===== config.mk =====
export PLATFORM = sky130hd
export DESIGN_NAME = kea_mul
export DESIGN_NICKNAME = d
export VERILOG_FILES = /design/src/rtl/kea_pkg.sv /design/src/rtl/kea_mul.sv
export SDC_FILE = /design/constraint.sdc
export NUM_CORES = 2
export LEC_CHECK = 0
export BUFFER_PORTS_ARGS = -buffer_cell sky130_fd_sc_hd__buf_2
export CORE_AREA = 2 2 361 363
export CTS_BUF_LIST = sky130_fd_sc_hd__clkbuf_4 sky130_fd_sc_hd__clkbuf_8
export CTS_CLUSTER_SIZE = 8
export DETAILED_ROUTE_END_ITERATION = 7
export DIE_AREA = 0 0 363 365
export GPL_TIMING_DRIVEN = 1
export PLACE_DENSITY = 0.57
export SYNTH_ARGS = -nofsm -noshare
export SYNTH_HDL_FRONTEND = slang
export SYNTH_SLANG_ARGS = --single-unit

===== constraint.sdc =====
create_clock -name clk -period 25.3 [get_ports clk]
set_clock_uncertainty 0.1 [all_clocks]
set_input_delay 0 -clock clk [delete_from_list [all_inputs] [get_ports clk]]
set_output_delay 0 -clock clk [all_outputs]
set_load 0.1 [all_outputs]

===== src/rtl/kea_pkg.sv =====
package kea_pkg;

	localparam int DATA_WIDTH_DEF = 32;
	localparam int VAL_W          = 35;
	localparam int PROD_W         = 2 * VAL_W;
	localparam int DVD_W          = 66;
	localparam int DVS_W          = 32;
	localparam int CORDIC_STEPS   = 30;

	localparam logic [7:0]  ITER_RESET = 8'd50;
	localparam logic [15:0] TOL_RESET  = 16'd4;

	localparam logic [63:0] TWOPI_RED = 64'h006487ED5110B461;
	localparam logic signed [VAL_W-1:0] ONE_Q30    = 35'sd1073741824;
	localparam logic signed [VAL_W-1:0] HALF_Q30   = 35'sd536870912;
	localparam logic signed [VAL_W-1:0] UB_Q29     = 35'sd3373259425;
	localparam logic signed [VAL_W-1:0] PI_Q30     = 35'sd3373259426;
	localparam logic signed [VAL_W-1:0] TWOPI_Q30  = 35'sd6746518852;
	localparam logic signed [VAL_W-1:0] HALFPI_Q30 = 35'sd1686629713;
	localparam logic signed [VAL_W-1:0] CORDIC_K   = 35'sd652032874;

	localparam logic [0:0] REG_MAX_ITER = 1'b0;
	localparam logic [0:0] REG_TOL      = 1'b1;

	localparam logic [1:0] ST_CONVERGED = 2'd0;
	localparam logic [1:0] ST_INVALID   = 2'd1;
	localparam logic [1:0] ST_LIMIT     = 2'd2;

	typedef enum logic [3:0] {
		OP_ES, OP_EC, OP_E2, OP_C2, OP_T2, OP_T3, OP_G2, OP_F, OP_D
	} mul_op_t;

	function automatic logic signed [VAL_W-1:0] atan_q30(input logic [4:0] i);
		logic signed [VAL_W-1:0] r;
		unique case (i)
			5'd0:  r = 35'sh3243F6A8;
			5'd1:  r = 35'sh1DAC6705;
			5'd2:  r = 35'sh0FADBAFC;
			5'd3:  r = 35'sh07F56EA6;
			5'd4:  r = 35'sh03FEAB76;
			5'd5:  r = 35'sh01FFD55B;
			5'd6:  r = 35'sh00FFFAAA;
			5'd7:  r = 35'sh007FFF55;
			5'd8:  r = 35'sh003FFFEA;
			5'd9:  r = 35'sh001FFFFD;
			5'd10: r = 35'sh000FFFFF;
			5'd11: r = 35'sh0007FFFF;
			5'd12: r = 35'sh0003FFFF;
			5'd13: r = 35'sh0001FFFF;
			5'd14: r = 35'sh0000FFFF;
			5'd15: r = 35'sh00007FFF;
			5'd16: r = 35'sh00003FFF;
			5'd17: r = 35'sh00001FFF;
			5'd18: r = 35'sh00000FFF;
			5'd19: r = 35'sh000007FF;
			5'd20: r = 35'sh000003FF;
			5'd21: r = 35'sh000001FF;
			5'd22: r = 35'sh000000FF;
			5'd23: r = 35'sh0000007F;
			5'd24: r = 35'sh0000003F;
			5'd25: r = 35'sh0000001F;
			5'd26: r = 35'sh0000000F;
			5'd27: r = 35'sh00000008;
			5'd28: r = 35'sh00000004;
			5'd29: r = 35'sh00000002;
			default: r = '0;
		endcase
		return r;
	endfunction

endpackage


===== src/rtl/kea_mul.sv =====
module kea_mul (
	input  logic                              clk,
	input  logic signed [kea_pkg::VAL_W-1:0]  a,
	input  logic signed [kea_pkg::VAL_W-1:0]  b,
	output logic signed [kea_pkg::PROD_W-1:0] p_q
);
	import kea_pkg::*;

	always_ff @(posedge clk) begin
		p_q <= PROD_W'(a) * PROD_W'(b);
	end

endmodule


# [After elaboration in Yosys (flattened, before gate mapping)]
# Index checks and enable logic that the tools add are counted.
[word_totals] register_bits=70 input_bits=71 word_cells=2
[op_classes] n_mul=1
[ops] operator="$mul A35 B35 Y70" count=1

# [Longest topological paths before layout]
[depth] depth_word=1 mapped_depth=30 ltp_nobuf=28

# [Worst setup path before layout]
# OpenSTA, ideal clock, no wires.
[synth_path] path_type="in2reg" startpoint="input port a[34] (netlist bit)" endpoint="register p_q[68] (netlist bit)" arrival_time_ns=7.865 t_required_ns=25.077 path_slack_ns=17.212 path_stages=28 n_path_buf=3 cell_sequence="clkbuf_1 > clkbuf_1 > nand2_1 > inv_1 > fa_1 > fa_1 > fa_1 > inv_1 > fa_1 > inv_1 > fa_1 > fa_1 > fa_1 > inv_1 > fa_1 > inv_1 > ha_1 > buf_4 > a21o_1 > a21o_1 > a21oi_1 > o21ai_0 > a221o_1 > a21o_1 > a31oi_1 > o21a_1 > o21ai_1 > xor2_1"
[synth_via] elab_chain_len=1
[synth_lines] element="start: declaration" line="kea_mul.sv:3" rtl="input logic signed [kea_pkg::VAL_W-1:0] a,"
[synth_lines] element="$mul A35 B35 Y70" line="kea_mul.sv:10" rtl="p_q <= PROD_W'(a) * PROD_W'(b);"
[synth_lines] element="end signal: assignment" line="kea_mul.sv:10"
[synth_lines] element="end: declaration" line="kea_mul.sv:5" rtl="output logic signed [kea_pkg::PROD_W-1:0] p_q"
# Every way passes these cells.

# [Final worst setup path]
# Same ends and word-level chain as after synthesis.

==> out/results.tsv <==
metric	value	unit
Distinct cells, synth	71	
register area share after synthesis	0.0313	
Std-Cell Rows	132	
number of global-route vias before repair	34300	
max reg flops	70	
TritonRoute pass-1 iters	6	
pin count of the biggest net entering global routing	36	
global route total overflow	0	
Pins Over Slew Limit	0	
clock tree from TritonCTS	yes	
instance count on the critical path	26	
RSZ-0062 raised after global routing	false	
Antenna Nets Post-Route	0	
Worst-Margin Slew	1.07	ns
first-pass GRT wire length	202000	µm
DRC viols	0	
Vias	30800	
Worst Path Max Fanout	35	
highest cell delay on the worst timing path	1.00	ns
Num CTS Buffers	9	
Post-synth EDFFs	0	
period utilization	0.351	
DRT Wirelength	127000	µm
placed wire-length estimate	100000	µm
Syn. warnings	0	
status	complete, no violations	
Top Family by Delay on Critical Path	adder cells	
DIE WIDTH	363	µm
initial antenna violation count	13	
Max-slew headroom	0.289	
DR WL/cell	20.3	µm
commonest cells after routing, fill and taps aside	1,310 x fa_1, 1,158 x inv_1, 667 x and2_1, 569 x nand2_1, 207 x ha_1	
placed cell area	0.0469	mm²
# clock sinks	70	
GR Util All Layers	0.201	
First DRT Iteration DRCs	1668	
Netlist Area Pre-Place	0.0448	mm²
H-tree depth	3	
average size of a mapped cell	9.60	µm²
Seq cells post-synth	70	
net count after synthesis	6260	
Via density	4.89	
Largest regs	p_q: 70 flops	
Nets	6196	
Crit Path Class	in2reg	
Post-synth top flop	dfxtp_1	
Placement Setup Slack	16.06	ns
PortBufs	140	
share of layout cells above drive strength 1	0.0471	
Setup crit end	p_q[68]$_DFF_P_	
fmax	0.113	GHz
Startpoint Class	primary input	
Slowest-stage cell, CP	fa_1	
P&R area growth vs syn	4.97	%
Max-cap violations	0	
Critical Path End Type	flop	
final setup TNS	0	ns
quantity of gates resized following cts	0	
WP buf/inv	6	
ys async rst share	0	
Worst Path Arrival	9.05	ns
Core Area	0.129	mm²
die area	0.132	mm²
Initial Util	0.349	
commonest non-fill, non-tap cell in the layout	fa_1	
post-route minimum period	8.87	ns
Critical path origin	a[34]	
die span in y	365	µm
Final Util	0.366	
Clock Pin Slew Worst Setup and Hold Paths	0.09	ns
clk root buf	clkbuf_8	
Hold WC Path Type	in2reg	
GPL Wtd Cong	0.910	
Hold Buf Count CTS	0	
setup violators final	0	
Boundary Pins	141	
final hold viol count	0	
CTS Buffer Depth	2	
critical path's most frequent cell	fa_1	
Post-Layout Inst Area	0.0471	mm²
setup bufs post-CTS	0	
CP required	25.48	ns
post-route setup slack	16.43	ns
Most flops, register	p_q	
cell count after synthesis	4671	
-- through the flow --
step / hold WS (ns) / std cells
floorplan: 0.0273 / 4671
global placement: 0.453 / 6271
detailed placement: 0.450 / 6271
CTS: 0.0761 / 6287
global route: 0.101 / 6288
finish: 0.115 / 6289
-- metal layers --
metal	GRT usage	wire (µm)	share of wire	vias to the layer above
li1	-	-	-	13100
met1	0.246	49200	0.39	16500
met2	0.363	66500	0.52	903
met3	0.0232	6180	0.049	250
met4	0.0722	5520	0.043	4
met5	0	27	0.00021	-
-- cells in the mapped netlist, types with 13 or more instances --
library cell,number,area (µm²)
fa_1,1311,26200
inv_1,1158,4350
dfxtp_1,70,1400
ha_1,207,2590
nor2_1,52,195
nand4_1,16,100
a21oi_1,75,375
o21ai_0,32,160
nand2_1,569,2140
and2_1,667,4170
clkbuf_1,230,863
o21ai_1,13,65.1
xor2_1,25,219
xnor2_1,54,473
nand2b_1,15,93.8
a21o_1,38,285
-- how the worst min path moves through the flow --
stage,startpoint,endpoint,cells after the start
after floorplan,b[0],p_q[0]$_DFF_P_,1
after global placement,p_q[26]$_DFF_P_,p_q[26],1
after detailed placement,p_q[25]$_DFF_P_,p_q[25],1
after CTS,b[0],p_q[0]$_DFF_P_,2
after global routing,b[0],p_q[0]$_DFF_P_,2
final,b[0],p_q[0]$_DFF_P_,2
-- cell type report --
class	count	area, µm²
multi-input cells	3191	38000
fillers	13100	81600
clock inverters	5	58.8
repair buffers	176	971
well taps	1675	2100
diodes	2	5.00
flip-flops and latches	70	1400
clock buffers	11	145
inverters	1159	4350
-- kinds of logic (layout without fill, tap and decap cells) --
family | Yosys count | in the layout | share of synthesized area
fa+ha+maj | 1518 | 1518 | 0.643
buf+inv | 1410 | 1351 | 0.120
compound gates | 229 | 229 | 0.0335
simple gates | 1365 | 1365 | 0.156
xor+xnor | 79 | 79 | 0.0154
flops | 70 | 70 | 0.0313
other cells | 0 | 2 | 0
Power is left out: the tool's default activity adds up to more than one toggle a clock period on the data nets, which glitch-free logic cannot reach.
