$ cat config.mk
export PLATFORM = sky130hd
export DESIGN_NAME = kea_cordic
export DESIGN_NICKNAME = d
export VERILOG_FILES = /design/src/rtl/kea_pkg.sv /design/src/rtl/kea_cordic.sv
export SDC_FILE = /design/constraint.sdc
export NUM_CORES = 1
export LEC_CHECK = 0
export ABC_AREA = 0
export ABC_CLOCK_PERIOD_IN_PS = 7300
export BUFFER_PORTS_ARGS = -buffer_cell sky130_fd_sc_hd__buf_2
export CORE_MARGIN = 2
export CORE_UTILIZATION = 35
export CTS_CLUSTER_DIAMETER = 30
export CTS_CLUSTER_SIZE = 12
export DETAILED_ROUTE_END_ITERATION = 8
export PLACE_DENSITY_LB_ADDON = 0.25
export SKIP_LAST_GASP = 1
export SYNTH_ARGS = -nofsm -noshare
export SYNTH_HDL_FRONTEND = slang
export SYNTH_SLANG_ARGS = --single-unit
$ cat constraint.sdc
create_clock -name clk -period 7.3 [get_ports clk]
set_input_delay 0.73 -clock clk [delete_from_list [all_inputs] [get_ports clk]]
set_output_delay 0.73 -clock clk [all_outputs]
set_load 0.02 [all_outputs]
$ cat src/rtl/kea_pkg.sv
package kea_pkg;

	localparam int DATA_WIDTH_DEF = 32;
	localparam int VAL_W          = 35;
	localparam int PROD_W         = 2 * VAL_W;
	localparam int DVD_W          = 66;
	localparam int DVS_W          = 32;
	localparam int CORDIC_STEPS   = 30;

	localparam logic [7:0]  ITER_RESET = 8'd50;
	localparam logic [15:0] TOL_RESET  = 16'd4;

	localparam logic [63:0] TWOPI_RED = 64'h006487ED5110B461;
	localparam logic signed [VAL_W-1:0] ONE_Q30    = 35'sd1073741824;
	localparam logic signed [VAL_W-1:0] HALF_Q30   = 35'sd536870912;
	localparam logic signed [VAL_W-1:0] UB_Q29     = 35'sd3373259425;
	localparam logic signed [VAL_W-1:0] PI_Q30     = 35'sd3373259426;
	localparam logic signed [VAL_W-1:0] TWOPI_Q30  = 35'sd6746518852;
	localparam logic signed [VAL_W-1:0] HALFPI_Q30 = 35'sd1686629713;
	localparam logic signed [VAL_W-1:0] CORDIC_K   = 35'sd652032874;

	localparam logic [0:0] REG_MAX_ITER = 1'b0;
	localparam logic [0:0] REG_TOL      = 1'b1;

	localparam logic [1:0] ST_CONVERGED = 2'd0;
	localparam logic [1:0] ST_INVALID   = 2'd1;
	localparam logic [1:0] ST_LIMIT     = 2'd2;

	typedef enum logic [3:0] {
		OP_ES, OP_EC, OP_E2, OP_C2, OP_T2, OP_T3, OP_G2, OP_F, OP_D
	} mul_op_t;

	function automatic logic signed [VAL_W-1:0] atan_q30(input logic [4:0] i);
		logic signed [VAL_W-1:0] r;
		unique case (i)
			5'd0:  r = 35'sh3243F6A8;
			5'd1:  r = 35'sh1DAC6705;
			5'd2:  r = 35'sh0FADBAFC;
			5'd3:  r = 35'sh07F56EA6;
			5'd4:  r = 35'sh03FEAB76;
			5'd5:  r = 35'sh01FFD55B;
			5'd6:  r = 35'sh00FFFAAA;
			5'd7:  r = 35'sh007FFF55;
			5'd8:  r = 35'sh003FFFEA;
			5'd9:  r = 35'sh001FFFFD;
			5'd10: r = 35'sh000FFFFF;
			5'd11: r = 35'sh0007FFFF;
			5'd12: r = 35'sh0003FFFF;
			5'd13: r = 35'sh0001FFFF;
			5'd14: r = 35'sh0000FFFF;
			5'd15: r = 35'sh00007FFF;
			5'd16: r = 35'sh00003FFF;
			5'd17: r = 35'sh00001FFF;
			5'd18: r = 35'sh00000FFF;
			5'd19: r = 35'sh000007FF;
			5'd20: r = 35'sh000003FF;
			5'd21: r = 35'sh000001FF;
			5'd22: r = 35'sh000000FF;
			5'd23: r = 35'sh0000007F;
			5'd24: r = 35'sh0000003F;
			5'd25: r = 35'sh0000001F;
			5'd26: r = 35'sh0000000F;
			5'd27: r = 35'sh00000008;
			5'd28: r = 35'sh00000004;
			5'd29: r = 35'sh00000002;
			default: r = '0;
		endcase
		return r;
	endfunction

endpackage

$ cat src/rtl/kea_cordic.sv
module kea_cordic (
	input  logic                             clk,
	input  logic                             arst_n,
	input  logic                             start,
	input  logic [31:0]                      angle,
	output logic                             done,
	output logic signed [kea_pkg::VAL_W-1:0] sin_v,
	output logic signed [kea_pkg::VAL_W-1:0] cos_v
);
	import kea_pkg::*;

	logic signed [VAL_W-1:0] x_q, y_q, z_q;
	logic signed [VAL_W-1:0] z0, z1;
	logic [4:0] i_q;
	logic run_q, done_q, neg_q, neg0;

	// fold the angle into [-pi/2, pi/2]
	always_comb begin
		z0 = VAL_W'({angle, 1'b0});
		neg0 = 1'b0;
		if (z0 > PI_Q30)
			z0 = z0 - TWOPI_Q30;
		z1 = z0;
		if (z0 > HALFPI_Q30) begin
			z1 = z0 - PI_Q30;
			neg0 = 1'b1;
		end else if (z0 < -HALFPI_Q30) begin
			z1 = z0 + PI_Q30;
			neg0 = 1'b1;
		end
	end

	always_ff @(posedge clk or negedge arst_n) begin
		if (!arst_n) begin
			run_q  <= 1'b0;
			done_q <= 1'b0;
			i_q    <= '0;
		end else begin
			done_q <= 1'b0;
			if (start) begin
				run_q <= 1'b1;
				i_q   <= '0;
			end else if (run_q) begin
				i_q <= i_q + 5'd1;
				if (i_q == 5'(CORDIC_STEPS - 1)) begin
					run_q  <= 1'b0;
					done_q <= 1'b1;
				end
			end
		end
	end

	always_ff @(posedge clk) begin
		if (start) begin
			x_q   <= CORDIC_K;
			y_q   <= '0;
			z_q   <= z1;
			neg_q <= neg0;
		end else if (run_q) begin
			if (z_q >= 0) begin
				x_q <= x_q - (y_q >>> i_q);
				y_q <= y_q + (x_q >>> i_q);
				z_q <= z_q - atan_q30(i_q);
			end else begin
				x_q <= x_q + (y_q >>> i_q);
				y_q <= y_q - (x_q >>> i_q);
				z_q <= z_q + atan_q30(i_q);
			end
		end
	end

	assign done  = done_q;
	assign sin_v = neg_q ? -y_q : y_q;
	assign cos_v = neg_q ? -x_q : x_q;

endmodule

Word level (Yosys, flattened, before mapping). Memories as Yosys holds them, arrays and structs flattened. Cells that the tools add are included.

Register bits: 113. Latch bits: 0. RAM bits: 0. Memory bits (read-only): 1920. Word-level logic and storage cells: 54. Memories kept: 2.

Memories: (name not given) (depth 32, bits a word 30, rd ports 1, clocked after Yosys merged registers in 0, wr ports 0, RTL line kea_pkg.sv:35) `unique case (i)`; (name not given) (depth 32, bits a word 30, rd ports 1, clocked after Yosys merged registers in 0, wr ports 0, RTL line kea_pkg.sv:35).

Add/subtract/negate cells: 12. Multiply operators: 0. Div/mod/pow operators: 0. Order comparisons: 4. Equal/unequal tests: 1. Shift-type cells: 2. Multiplexer cells: 25. Bitwise logic cells: 0. Reduce and logical (&&, ||, !) cells: 1.

Operators with widths (count): 35-bit 2-to-1 mux (16); 35-bit adder (3); 35-bit subtractor (3); 35-bit negation (2); 35-bit by 5-bit >>> shifter with 35-bit output (2); 35-bit by 33-bit adder with 35-bit output, second input constant (1); 35-bit by 1-bit >= comparator with 1-bit output, second input constant (1); 35-bit by 32-bit greater-than comparator with 1-bit output, second input constant (1); 35-bit by 32-bit < comparator with 1-bit output, second input constant (1); 35-bit by 33-bit subtractor with 35-bit output, second input constant (1); 33-bit by 33-bit subtractor with 34-bit output, second input constant (1); 33-bit by 32-bit greater-than comparator with 1-bit output, second input constant (1); 5-bit 2-to-1 mux (2); 1-bit 2-to-1 mux (7); 5-bit by 1-bit adder with 5-bit output, second input constant (1); 5-bit == test, second input constant (1); 2-bit nonzero test (1).

Longest topological paths before layout.
Word-level depth: 8. Mapped depth: 31.

Least setup slack after synthesis. Ideal clock, no wire load.

Kind: register to register. Start point: register i_q[0]. End point: register z_q[34] (data pin). Setup time: 0.176 ns. Data arrival time: 6.401 ns. Slack: 0.723 ns. Cell stages (with the launch flop): 29. Path buffers: 6. Period minus slack after synthesis: 6.577 ns. Path through: dfrtp_1 > buf_2 > buf_2 > buf_2 > buf_2 > buf_1 > inv_1 > ha_1 > a22oi_1 > o22ai_1 > nand3_1 > inv_1 > nand4_1 > o31ai_1 > clkbuf_1 > xnor2_1 > ha_1 > a21oi_1 > o21ai_0 > a22oi_1 > and3_1 > o21ai_0 > a21oi_1 > a21boi_0 > a211oi_1 > o21ai_0 > a21o_1 > and4_1 > o32ai_1.

Longest elaborated chain between the ends: 8.

RTL lines: from (decl) (RTL line kea_cordic.sv:14) `logic [4:0] i_q;`; from (signal assigned) (RTL line kea_cordic.sv:44) `i_q <= i_q + 5'd1;`; memory 32 x 30 bit; 35-bit 2-to-1 mux (RTL line kea_cordic.sv:60) `if (z_q >= 0) begin`; 35-bit 2-to-1 mux (RTL line kea_cordic.sv:59) `end else if (run_q) begin`; 35-bit 2-to-1 mux (RTL line kea_cordic.sv:54) `if (start) begin`; 35-bit adder or 35-bit subtractor (tied branches) (RTL line kea_cordic.sv:67, kea_cordic.sv:63); 35-bit 2-to-1 mux (*) (RTL line kea_cordic.sv:60); 35-bit 2-to-1 mux (*) (RTL line kea_cordic.sv:59); 35-bit 2-to-1 mux (*) (RTL line kea_cordic.sv:54); to (signal assigned) (RTL line kea_cordic.sv:57) `z_q <= z1;`; to (signal assigned) (RTL line kea_cordic.sv:63) `z_q <= z_q - atan_q30(i_q);`; to (signal assigned) (RTL line kea_cordic.sv:67) `z_q <= z_q + atan_q30(i_q);`; to (decl) (RTL line kea_cordic.sv:12) `logic signed [VAL_W-1:0] x_q, y_q, z_q;`.

Every way passes the cells marked *; elsewhere a longest branch is shown, timed or not. The select of a mux whose other input is x is not followed. A chain may end at the register's enable or synchronous reset.

Worst setup path after layout.
Start point: register i_q[0]. End point: register y_q[34].

Longest elaborated chain between the ends: 3.

RTL lines: 35-bit by 5-bit >>> shifter with 35-bit output (*) (RTL line kea_cordic.sv:62, kea_cordic.sv:66); 35-bit subtractor or 35-bit adder (tied branches) (RTL line kea_cordic.sv:66, kea_cordic.sv:62); 35-bit 2-to-1 mux (*) (RTL line kea_cordic.sv:60); to (signal assigned) (RTL line kea_cordic.sv:62) `y_q <= y_q + (x_q >>> i_q);`; to (signal assigned) (RTL line kea_cordic.sv:66) `y_q <= y_q - (x_q >>> i_q);`; to (decl) (RTL line kea_cordic.sv:12).

Every way passes the cells marked *; elsewhere a longest branch is shown, timed or not.

==> summary.md <==
| Metric | Value |
|---|---|
| Die Wd | `249 um` |
| Final ANT Viol Nets | `0` |
| Sw Share | `0.524` |
| Pleak | `9.14 nW` |
| First-pass GRT wire length | `122000 um` |
| Mean Syn Cell Area | `7.65 sq um` |
| Resized cells post-CTS | `0` |
| Initial antenna violation count | `0` |
| DRT iter0 DRCs | `1986` |
| Status | `completed` |
| H-tree levels | `4` |
| Placer Congestion | `0.976` |
| Crit Reg-Reg Startpoint | `i_q[0]$_DFFE_PN0P_` |
| CTS Buf Count | `17` |
| Synth cell types | `104` |
| Clock slew at reported path FFs | `0.06 ns` |
| Max Cap Violations | `0` |
| Unrepaired setup endpoints after global routing | `false` |
| Average wire per standard cell | `22.4 um` |
| Combinational share of power | `0.806` |
| Worst setup path category | `flip-flop to flip-flop` |
| Post-Syn Area | `21000 sq um` |
| DRT Wirelength | `78700 um` |
| Slew Limit Fails | `0` |
| Seq/Total Area, Yosys | `0.127` |
| HP Class | `input pin to async pin` |
| Final hold vios | `0` |
| Critical Path AT | `7.06 ns` |
| Minimum clock period | `6.65 ns` |
| Power Density | `542 nW/um^2` |
| Hold slack | `0.0825 ns` |
| Core Rows | `89` |
| Pre-antenna DRT Iters | `6` |
| Peak Freq | `150 MHz` |
| Core area | `59100 sq um` |
| CTS Buffer Depth | `2` |
| Die Y | `249 um` |
| Clock sinks | `113` |
| CTS tree | `done` |
| Tcrit/Tclk final | `0.911` |
| CP Launch Point | `i_q[0]$_DFFE_PN0P_` |
| Filler cells | `6148` |
| Vias | `21800` |
| Post-Synthesis Cells | `2744` |
| Critical Path End Type | `flip-flop` |
| Synth Flop Type | `dfxtp_1` |
| Die footprint | `61900 sq um` |
| Synthesis-to-layout area growth | `8.43%` |
| Critical Path RT | `7.71 ns` |
| Sum Neg Setup Slack | `0 ns` |
| Post-synth EDFFs | `36` |
| Port Buffer Count | `105` |
| Starting Density | `0.355` |
| DRC viols | `0` |
| DP HPWL | `60200 um` |
| Syn nets | `2903` |
| Sw Pwr | `0.00646 W` |
| Worst Max-Slew Pin Slew | `1.13 ns` |
| Worst skew pair latency | `0.49 ns` |
| Endpoints failing setup | `0` |
| Hold Buf Count CTS | `0` |
| Share of cells above drive strength 1 | `0.137` |
| IO Pins | `106` |
| Clk pwr share | `0.068` |
| Pin count of the biggest net entering global routing | `69` |
| Fin nets | `2883` |
| Max transition margin | `0.244` |
| Post-CTS Setup Inserts | `0` |
| Critical path launch point type | `flip-flop` |
| CTS Root Cell | `clkbuf_16` |
| Skew final | `0.0136 ns` |
| Vias per cell | `6.22` |
| # diodes | `0` |
| Seq pwr share | `0.126` |
| CP Max Fanout | `11` |
| GRT overflow | `0` |
| Synth async-reset ratio | `0.0619` |
| GRT Overall Usage | `0.248` |
| Yosys warnings | `0` |
| Vias in the first global route | `20700` |
| Worst IR Drop VDD | `0.000291 V` |
| Number of synthesized register bits | `113` |
| Internal Power | `0.00587 W` |
-- placed cells by master, fill, tap and decap left out, types with 59 or more instances in the layout --
cell	count
a21o_1	64
a21oi_1	186
buf_2	104
dfxtp_1	70
ha_1	121
inv_1	75
mux2i_1	80
mux4_2	87
nand2_1	248
nand3_1	64
nor2_1	245
nor3_1	59
o21ai_0	196
xnor2_1	205
xor2_1	88
-- final timing paths --
kind / to / slack [ns] / cells after the start
setup reg to reg: y_q[34]$_SDFFE_PP0P_ / 0.65 / 24
max in group asynchronous: i_q[0]$_DFFE_PN0P_ / 7.04 / 1
hold reg to reg: x_q[0]$_SDFFE_PP0P_ / 0.60 / 2
setup / recovery: y_q[34]$_SDFFE_PP0P_ / 0.65 / 24
min in group clk: x_q[0]$_SDFFE_PP0P_ / 0.60 / 2
hold / removal: done$_DFF_PN0_ / 0.08 / 1
-- per-layer routing --
layer	global-route usage	share of wire	vias to the layer above
met4	0.0876	0.033	0
met1	0.328	0.44	10600
met2	0.405	0.46	822
met3	0.0416	0.063	122
li1	-	-	10300
met5	0	0	-
-- critical path, cell delays in order, from the launching register on --
cell and delay, ns:
dfrtp_4 0.56, mux4_2 0.66, mux2_2 0.33, o21ai_0 0.54, nand3_1 0.20, a211oi_1 0.36, inv_1 0.12, or4_1 0.62
nand2b_1 0.22, nor2_1 0.17, nor3_1 0.07, a21oi_1 0.17, o22ai_1 0.10, ha_1 0.38, a21o_1 0.19, a21oi_1 0.13
nor2b_1 0.05, a311oi_1 0.32, o21ai_0 0.12, a21oi_1 0.27, o21ai_0 0.21, a31oi_1 0.23, xor2_1 0.10, or3_1 0.32
a21oi_1 0.14
-- registers in the layout (all words and copies together) (netlist names) --
name / flops
done: 1
i_q: 5
neg_q: 1
run_q: 1
x_q: 35
y_q: 35
z_q: 35
-- cells by family after synthesis --
logic type | Yosys count | synth area share
simple gates | 872 | 0.201
compound gates | 858 | 0.272
xor+xnor | 294 | 0.123
buf+inv | 279 | 0.0514
mux | 204 | 0.151
fa+ha+maj | 124 | 0.0750
flops | 113 | 0.127
-- final cells by class --
type                       instances  area (sq um)  area share
sequential                       113          2670       0.117
clock buffer                      24           493      0.0217
clock inverter                     8          76.3     0.00335
timing repair buffer             160           991      0.0435
tap                              773           967      0.0425
multi-input combinational       2352         17300       0.758
inverter                          80           300      0.0132
-- stage by stage --
stage / total power (W) / worst slack [ns] / cells / area, sq um / util
global route: 0.0135 / 0.237 / 3510 / 22800 / 0.385
detailed placement: 0.0114 / 0.770 / 3478 / 22200 / 0.375
CTS: 0.0123 / 0.731 / 3510 / 22800 / 0.385
global placement: 0.0113 / 0.818 / 3478 / 22200 / 0.375
floorplan: 0.00902 / 0.723 / 2744 / 21000 / -
finish: 0.0123 / 0.652 / 3510 / 22800 / 0.385
-- synth_stat cells, types with 43 or more instances --
cell	n	share of area
inv_1	77	0.014
a21o_1	64	0.023
mux2i_1	80	0.038
dfxtp_1	70	0.067
nor2_1	245	0.044
xor2_1	88	0.037
nand3_1	64	0.015
mux4_2	87	0.093
xnor2_1	205	0.086
a21oi_1	186	0.044
ha_1	121	0.072
o21ai_0	196	0.047
a31oi_1	43	0.013
nand2_1	248	0.044
clkbuf_1	136	0.024
buf_1	47	0.0084
nor3_1	59	0.014
-- power by group through the flow --
stage / logic, W / clock network, W / registers, W
after global routing: 0.0110 / 0.000888 / 0.00160
after detailed placement: 0.00983 / 0 / 0.00156
after CTS: 0.00989 / 0.000866 / 0.00155
after floorplan: 0.00780 / 0 / 0.00123
after global placement: 0.00971 / 0 / 0.00156
final: 0.00994 / 0.000838 / 0.00156
(Power assumes the default switching activity.)
