[config.mk]
export PLATFORM = sky130hd
export DESIGN_NAME = kea_div
export DESIGN_NICKNAME = d
export VERILOG_FILES = /design/src/rtl/kea_pkg.sv /design/src/rtl/kea_div.sv
export SDC_FILE = /design/constraint.sdc
export NUM_CORES = 1
export LEC_CHECK = 0
export BUFFER_PORTS_ARGS = -buffer_cell sky130_fd_sc_hd__buf_2
export CORE_ASPECT_RATIO = 1.75
export CORE_MARGIN = 4
export CORE_UTILIZATION = 35
export DETAILED_ROUTE_END_ITERATION = 8
export HOLD_SLACK_MARGIN = 0.1
export PLACE_DENSITY_LB_ADDON = 0.12
export SYNTH_ARGS = -nofsm -noshare
export SYNTH_HDL_FRONTEND = slang
export SYNTH_SLANG_ARGS = --single-unit
[constraint.sdc]
create_clock -name clk -period 3.3 [get_ports clk]
set_input_delay 0.165 -clock clk [delete_from_list [all_inputs] [get_ports clk]]
set_output_delay 0.165 -clock clk [all_outputs]
set_load 0.03 [all_outputs]
[src/rtl/kea_pkg.sv]
package kea_pkg;

	localparam int DATA_WIDTH_DEF = 32;
	localparam int VAL_W          = 35;
	localparam int PROD_W         = 2 * VAL_W;
	localparam int DVD_W          = 66;
	localparam int DVS_W          = 32;
	localparam int CORDIC_STEPS   = 30;

	localparam logic [7:0]  ITER_RESET = 8'd50;
	localparam logic [15:0] TOL_RESET  = 16'd4;

	localparam logic [63:0] TWOPI_RED = 64'h006487ED5110B461;
	localparam logic signed [VAL_W-1:0] ONE_Q30    = 35'sd1073741824;
	localparam logic signed [VAL_W-1:0] HALF_Q30   = 35'sd536870912;
	localparam logic signed [VAL_W-1:0] UB_Q29     = 35'sd3373259425;
	localparam logic signed [VAL_W-1:0] PI_Q30     = 35'sd3373259426;
	localparam logic signed [VAL_W-1:0] TWOPI_Q30  = 35'sd6746518852;
	localparam logic signed [VAL_W-1:0] HALFPI_Q30 = 35'sd1686629713;
	localparam logic signed [VAL_W-1:0] CORDIC_K   = 35'sd652032874;

	localparam logic [0:0] REG_MAX_ITER = 1'b0;
	localparam logic [0:0] REG_TOL      = 1'b1;

	localparam logic [1:0] ST_CONVERGED = 2'd0;
	localparam logic [1:0] ST_INVALID   = 2'd1;
	localparam logic [1:0] ST_LIMIT     = 2'd2;

	typedef enum logic [3:0] {
		OP_ES, OP_EC, OP_E2, OP_C2, OP_T2, OP_T3, OP_G2, OP_F, OP_D
	} mul_op_t;

	function automatic logic signed [VAL_W-1:0] atan_q30(input logic [4:0] i);
		logic signed [VAL_W-1:0] r;
		unique case (i)
			5'd0:  r = 35'sh3243F6A8;
			5'd1:  r = 35'sh1DAC6705;
			5'd2:  r = 35'sh0FADBAFC;
			5'd3:  r = 35'sh07F56EA6;
			5'd4:  r = 35'sh03FEAB76;
			5'd5:  r = 35'sh01FFD55B;
			5'd6:  r = 35'sh00FFFAAA;
			5'd7:  r = 35'sh007FFF55;
			5'd8:  r = 35'sh003FFFEA;
			5'd9:  r = 35'sh001FFFFD;
			5'd10: r = 35'sh000FFFFF;
			5'd11: r = 35'sh0007FFFF;
			5'd12: r = 35'sh0003FFFF;
			5'd13: r = 35'sh0001FFFF;
			5'd14: r = 35'sh0000FFFF;
			5'd15: r = 35'sh00007FFF;
			5'd16: r = 35'sh00003FFF;
			5'd17: r = 35'sh00001FFF;
			5'd18: r = 35'sh00000FFF;
			5'd19: r = 35'sh000007FF;
			5'd20: r = 35'sh000003FF;
			5'd21: r = 35'sh000001FF;
			5'd22: r = 35'sh000000FF;
			5'd23: r = 35'sh0000007F;
			5'd24: r = 35'sh0000003F;
			5'd25: r = 35'sh0000001F;
			5'd26: r = 35'sh0000000F;
			5'd27: r = 35'sh00000008;
			5'd28: r = 35'sh00000004;
			5'd29: r = 35'sh00000002;
			default: r = '0;
		endcase
		return r;
	endfunction

endpackage

[src/rtl/kea_div.sv]
module kea_div (
	input  logic                       clk,
	input  logic                       arst_n,
	input  logic                       start,
	input  logic [kea_pkg::DVD_W-1:0]  dividend,
	input  logic [kea_pkg::DVS_W-1:0]  divisor,
	output logic                       done,
	output logic [kea_pkg::DVD_W-1:0]  quot
);
	import kea_pkg::*;

	localparam int CW = $clog2(DVD_W);

	logic [DVD_W-1:0] q_q;
	logic [DVS_W-1:0] r_q, dvs_q;
	logic [DVS_W:0]   sh, diff;
	logic [CW-1:0]    n_q;
	logic run_q, done_q;

	assign sh   = {r_q, q_q[DVD_W-1]};
	assign diff = sh - {1'b0, dvs_q};

	always_ff @(posedge clk or negedge arst_n) begin
		if (!arst_n) begin
			run_q  <= 1'b0;
			done_q <= 1'b0;
			n_q    <= '0;
		end else begin
			done_q <= 1'b0;
			if (start) begin
				run_q <= 1'b1;
				n_q   <= '0;
			end else if (run_q) begin
				n_q <= n_q + CW'(1);
				if (n_q == CW'(DVD_W - 1)) begin
					run_q  <= 1'b0;
					done_q <= 1'b1;
				end
			end
		end
	end

	always_ff @(posedge clk) begin
		if (start) begin
			q_q   <= dividend;
			r_q   <= '0;
			dvs_q <= divisor;
		end else if (run_q) begin
			if (!diff[DVS_W]) begin
				r_q <= diff[DVS_W-1:0];
				q_q <= {q_q[DVD_W-2:0], 1'b1};
			end else begin
				r_q <= sh[DVS_W-1:0];
				q_q <= {q_q[DVD_W-2:0], 1'b0};
			end
		end
	end

	assign done = done_q;
	assign quot = q_q;

endmodule

# == Yosys cells after proc, flatten, opt, wreduce, memory -nomap -nowiden ==
# Index checks and enable logic that the tools add are counted.
# totals
reg_bits,139
inputBits,101
out_inout_bits,67
wordCells,22
# classes
add_sub_neg,2
eq_ne,1
mux,12
n_reduce_logical,1
# op_table
cell,n
$mux W66,2
$sub A33 B32 Y33,1
$mux W32,1
$mux W7,2
$add A7 B1 Y7 const B,1
$eq A7 B7 Y1 const B,1
$mux W1,7
$reduce_bool A2 Y1,1

# == Depth between registers and ports, before layout ==
# depth
word_depth,4
ltp_mapped,13

# == Least setup slack after synthesis ==
# Ideal clock, no wire load.
# synth_path
kind,register to register
from,reg q_q[65] (netlist: quot[65])
to,reg r_q[11]
arrival_time_ps,3073
required_time_ps,3212
setup_slack_ps,139
stages_incl_launch_ff,13
path_buffers,1
cell_sequence,edfxtp_1 > inv_1 > ha_1 > fa_1 > nand2b_1 > a21o_1 > a21bo_1 > a21oi_1 > a211oi_4 > xnor2_2 > clkbuf_1 > nand2_1 > a311oi_2
# synth_between
elab_chain_len,2
# synth_rtl
item,line,rtl
"start, declared",kea_div.sv:14,logic [DVD_W-1:0] q_q;
"start signal, assigned",kea_div.sv:45,q_q <= dividend;
"start signal, assigned",kea_div.sv:51,"q_q <= {q_q[DVD_W-2:0], 1'b1};"
"start signal, assigned",kea_div.sv:54,"q_q <= {q_q[DVD_W-2:0], 1'b0};"
$sub A33 B32 Y33,kea_div.sv:21,"assign diff = sh - {1'b0, dvs_q};"
$mux W32,kea_div.sv:49,if (!diff[DVS_W]) begin
"end signal, assigned",kea_div.sv:50,r_q <= diff[DVS_W-1:0];
"end signal, assigned",kea_div.sv:53,r_q <= sh[DVS_W-1:0];
"end, declared",kea_div.sv:15,"logic [DVS_W-1:0] r_q, dvs_q;"
# Every way passes these cells.
# A chain may end at the register's enable or synchronous reset.

# == Final worst setup path ==
# layout_path
from,reg q_q[65] (netlist: quot[65])
to,reg r_q[2]
# The elaborated chain is that of the path after synthesis.

==> report_table.html <==
<table>
<tr><th>Metric</th><th>Value</th></tr>
<tr><th colspan="2">Drt</th></tr>
<tr><td>Routed length per instance</td><td>15.7 um</td></tr>
<tr><td>Post-DR vias/cell</td><td>4.94</td></tr>
<tr><td>Starting DRC count in detailed routing</td><td>175</td></tr>
<tr><td>DRC violation count after routing</td><td>0</td></tr>
<tr><td>Total number of vias</td><td>6,181</td></tr>
<tr><td>Number of nets still failing antenna checks after routing</td><td>0</td></tr>
<tr><td>Total routed wirelength</td><td>19.7 mm</td></tr>
<tr><td>DR pass1 iterations</td><td>4</td></tr>
<tr><th colspan="2">Worst setup path</th></tr>
<tr><td>Crit Path Category</td><td>flip-flop to flip-flop</td></tr>
<tr><td>Critical Path Max Stage Delay</td><td>380 ps</td></tr>
<tr><td>Critical Path RT</td><td>3640 ps</td></tr>
<tr><td>Startpoint of the lowest-slack register-to-register path</td><td>quot[65]</td></tr>
<tr><td>Critical Path Start</td><td>quot[65]</td></tr>
<tr><td>Cell-by-cell trace of the critical path</td><td>inv_1 &gt; ha_1 &gt; fa_1 &gt; nand2b_1 &gt; a21o_1 &gt; a21bo_1 &gt; a21oi_2 &gt; a211oi_4 &gt; buf_4 &gt; xnor2_4 &gt; buf_4 &gt; nand3_1 &gt; a311oi_2</td></tr>
<tr><td>Worst Setup End Kind</td><td>flip-flop</td></tr>
<tr><td>Delay-heaviest family, CP</td><td>compound AO/OA/AOI/OAI gates</td></tr>
<tr><td>Data arrival time of the critical path</td><td>3420 ps</td></tr>
<tr><td>Element type at the critical path start</td><td>flip-flop</td></tr>
<tr><td>Number of buffers and inverters on the critical path</td><td>3</td></tr>
<tr><td>Cell type with the highest occurrence count on the critical path</td><td>sky130_fd_sc_hd__buf_4</td></tr>
<tr><td>Slowest-stage cell, CP</td><td>sky130_fd_sc_hd__fa_1</td></tr>
<tr><td>Biggest fanout along the worst timing path</td><td>14</td></tr>
<tr><th colspan="2">Clock tree</th></tr>
<tr><td>Buffer type at the clock tree root</td><td>sky130_fd_sc_hd__clkbuf_16</td></tr>
<tr><td>TritonCTS Buffers</td><td>17</td></tr>
<tr><td>Clock slew at the register clock pins of the worst setup and hold paths</td><td>60 ps</td></tr>
<tr><td>Deepest level of the CTS H-tree</td><td>4</td></tr>
<tr><td>CTS tree</td><td>built</td></tr>
<tr><td>Longest Clk Path Bufs</td><td>2</td></tr>
<tr><td>Clock sink total</td><td>139</td></tr>
<tr><td>Clock latency reported for the late side of the worst-skew pair</td><td>430 ps</td></tr>
<tr><th colspan="2">Finish</th></tr>
<tr><td>Leading cell type in the layout, fill and taps excluded</td><td>sky130_fd_sc_hd__buf_2</td></tr>
<tr><td>Fill cell total of the finished layout</td><td>2,005</td></tr>
<tr><td>Number of diodes</td><td>0</td></tr>
<tr><td>Highest-count cells in the layout ignoring fill and taps</td><td>sky130_fd_sc_hd__buf_2, sky130_fd_sc_hd__dlygate4sd3_1, sky130_fd_sc_hd__edfxtp_1, sky130_fd_sc_hd__nand2_1, sky130_fd_sc_hd__mux2_2</td></tr>
<tr><td>Share of post-route cells with drive strength above 1</td><td>31.4%</td></tr>
<tr><td>Storage cell area</td><td>3810 um2</td></tr>
<tr><td>Post-synthesis to final-layout area growth</td><td>36.4%</td></tr>
<tr><td>Area taken by multi-input logic gates</td><td>3540 um2</td></tr>
<tr><td>Layout Nets</td><td>1,083</td></tr>
<tr><th colspan="2">Floorplan</th></tr>
<tr><td>Die W</td><td>120 um</td></tr>
<tr><td>Core area</td><td>21,500 um2</td></tr>
<tr><td>Die height</td><td>203 um</td></tr>
<tr><td>Total Die Area</td><td>24,300 um2</td></tr>
<tr><td>Starting density of the core</td><td>35.5%</td></tr>
<tr><td>Number of placement rows</td><td>71</td></tr>
<tr><td>I/O pin cnt</td><td>168</td></tr>
<tr><th colspan="2">Yosys</th></tr>
<tr><td>Prevailing post-synth register cell</td><td>sky130_fd_sc_hd__edfxtp_1</td></tr>
<tr><td>Portion of the post-synthesis area used by sequential elements</td><td>49.9%</td></tr>
<tr><td>Total of flip-flops plus latches after synthesis</td><td>139</td></tr>
<tr><td>Synthesized netlist cell count</td><td>685</td></tr>
<tr><td>Number of unique standard cell types used by synthesis</td><td>62</td></tr>
<tr><td>Total standard cell area after synthesis</td><td>7630 um2</td></tr>
<tr><td>Main area contributors after synthesis</td><td>sky130_fd_sc_hd__edfxtp_1, sky130_fd_sc_hd__mux2_2, sky130_fd_sc_hd__dfxtp_1</td></tr>
<tr><td>Fraction of registers with async set/reset</td><td>6.47%</td></tr>
<tr><td>Syn Nets</td><td>821</td></tr>
<tr><td>Yosys warns</td><td>0</td></tr>
<tr><td>Number of enable flip-flop cells after synthesis</td><td>98</td></tr>
<tr><td>Area leader, netlist</td><td>sky130_fd_sc_hd__edfxtp_1</td></tr>
<tr><td>Fraction of synthesized cell area taken by the top area cell type</td><td>38.5%</td></tr>
<tr><td>Post-Synthesis Mean Instance Area</td><td>11.1 um2</td></tr>
<tr><th colspan="2">Timing</th></tr>
<tr><td>Time the final worst path needs with I/O delays and setup</td><td>3080 ps</td></tr>
<tr><td>Number of slew-limit violations in the final report</td><td>0</td></tr>
<tr><td>Post-route fraction of the period consumed by the critical path</td><td>93.2%</td></tr>
<tr><td>Tightest Pin Transition</td><td>803 ps</td></tr>
<tr><td>Post-route clock skew</td><td>8.16 ps</td></tr>
<tr><td>Sum of negative setup slack</td><td>0 ps</td></tr>
<tr><td>Setup violators final</td><td>0</td></tr>
<tr><td>Fmax</td><td>325 MHz</td></tr>
<tr><td>Remaining max-slew budget at the tightest pin</td><td>46.5%</td></tr>
<tr><td>Count of endpoints failing hold in the final timing report</td><td>0</td></tr>
<tr><td>RSZ-0062 raised after global routing</td><td>false</td></tr>
<tr><th colspan="2">Power</th></tr>
<tr><td>Power density over the cells</td><td>594 nW/um2</td></tr>
<tr><td>Total power draw</td><td>6.18 mW</td></tr>
<tr><td>Maximum VDD drop</td><td>0.365 mV</td></tr>
<tr><td>Leakage power figure</td><td>4.36 nW</td></tr>
<tr><th colspan="2">Place</th></tr>
<tr><td>Input/output buffers</td><td>167</td></tr>
<tr><td>Placer Congestion</td><td>0.868</td></tr>
<tr><td>Dpl hpwl</td><td>13.6 mm</td></tr>
<tr><th colspan="2">GRT</th></tr>
<tr><td>Wire length of the first global-routing pass</td><td>32.2 mm</td></tr>
<tr><td>Initial antenna violation count</td><td>0</td></tr>
<tr><td>Combined global-route utilization of all metal layers</td><td>16.5%</td></tr>
<tr><td>Gr ovfl total</td><td>0</td></tr>
<tr><td>Pin count of the biggest net entering global routing</td><td>74</td></tr>
<tr><td>Vias in the first global route</td><td>6,502</td></tr>
<tr><th colspan="2">Worst hold path</th></tr>
<tr><td>Hold Path Class</td><td>input port to async pin</td></tr>
<tr><th colspan="2">Run</th></tr>
<tr><td>Max-Cap Viols</td><td>0</td></tr>
<tr><th colspan="2">Status</th></tr>
<tr><td>Run status</td><td>finished, final reports clean</td></tr>
</table>
-- metal layers --
| metal | wire (um) | track usage [%] | vias to the layer above |
|---|---|---|---|
| met5 | 0 | 0 | - |
| met2 | 10600 | 31.1 | 169 |
| li1 | - | - | 3052 |
| met4 | 339 | 5.57 | 0 |
| met3 | 1040 | 4.77 | 23 |
| met1 | 7730 | 17.4 | 2937 |
-- timing repair --
action / 4_1_cts / 5_1_grt
setup buffers: 0 / 3
gates resized for setup: 0 / 5
hold buffers: 100 / 0
hold endpoints to repair: 112 / 0
setup endpoints to repair: 0 / 27
-- registers in the layout, summed over array words and instances, names as in the netlist --
register	cells
done	1
dvs_q	32
n_q	7
quot	66
r_q	32
run_q	1
-- per-stage QoR --
step	hold slack (ps)	util, %	std cells	area, um2	setup WS, ps
finish	121	48.4	1252	10400	223
global route	129	48.4	1252	10400	1.44
CTS	109	48.2	1249	10400	72.7
detailed placement	30.8	40.8	1117	8780	90.7
global placement	30.2	40.8	1117	8780	195
floorplan	-131	-	685	7630	139
-- power breakdown --
| group | internal [mW] | switching [mW] | total [mW] |
|---|---|---|---|
| registers | 2.12 | 0.161 | 2.28 |
| clock network | 1.15 | 0.761 | 1.91 |
| logic | 0.862 | 1.13 | 1.99 |
-- kinds of logic (layout without fill, tap and decap cells) --
kind of cell / Yosys count / after routing / share of synthesized area, %
compound gates: 161 / 161 / 16.0
xor+xnor: 29 / 29 / 3.67
fa+ha+maj: 35 / 35 / 5.83
buf+inv: 76 / 351 / 4.05
flops: 139 / 139 / 49.9
mux: 65 / 65 / 9.59
simple gates: 180 / 180 / 11.0
-- cell type report --
type,instances,area share (%)
clock buffer,22,4.46
tap,292,3.51
clock inverter,10,1.14
inverter,39,1.41
sequential,139,36.6
timing repair buffer,280,18.9
multi-input combinational,470,34.0
-- worst paths after layout --
| path | endpoint | slack, ps | cells after the start |
|---|---|---|---|
| setup / recovery | r_q[2] | 220 | 13 |
| hold / removal | done | 120 | 2 |
| setup reg to reg | r_q[2] | 220 | 13 |
| hold reg to reg | r_q[8] | 490 | 2 |
| max in group asynchronous | run_q | 2970 | 2 |
| min in group clk | dvs_q[18] | 450 | 2 |
-- synthesized netlist by cell type (2+ instances only) --
library cell	number
sky130_fd_sc_hd__dfrtp_1	9
sky130_fd_sc_hd__nor2_1	44
sky130_fd_sc_hd__nor2b_1	6
sky130_fd_sc_hd__a21oi_1	44
sky130_fd_sc_hd__buf_6	3
sky130_fd_sc_hd__edfxtp_1	98
sky130_fd_sc_hd__nand3_1	9
sky130_fd_sc_hd__a211oi_1	6
sky130_fd_sc_hd__nor3b_1	2
sky130_fd_sc_hd__o21ai_1	3
sky130_fd_sc_hd__nand3b_1	2
sky130_fd_sc_hd__a311oi_2	16
sky130_fd_sc_hd__nor3_1	5
sky130_fd_sc_hd__mux2_2	65
sky130_fd_sc_hd__a311oi_1	6
sky130_fd_sc_hd__nand2b_1	13
sky130_fd_sc_hd__clkbuf_1	29
sky130_fd_sc_hd__o21a_1	7
sky130_fd_sc_hd__xnor2_1	17
sky130_fd_sc_hd__o31ai_1	3
sky130_fd_sc_hd__a211oi_2	3
sky130_fd_sc_hd__dfxtp_1	32
sky130_fd_sc_hd__buf_1	4
sky130_fd_sc_hd__nand2_1	69
sky130_fd_sc_hd__a31oi_1	5
sky130_fd_sc_hd__and2_1	6
sky130_fd_sc_hd__inv_1	39
sky130_fd_sc_hd__xor2_1	10
sky130_fd_sc_hd__nand4_1	8
sky130_fd_sc_hd__or3_1	4
sky130_fd_sc_hd__o211ai_1	12
sky130_fd_sc_hd__o21ai_0	18
sky130_fd_sc_hd__a21o_1	15
sky130_fd_sc_hd__ha_1	34
sky130_fd_sc_hd__o2111ai_1	3
sky130_fd_sc_hd__and3_1	7
sky130_fd_sc_hd__nor4_1	2
sky130_fd_sc_hd__o22ai_1	3
Power figures use the tool's default switching activity.
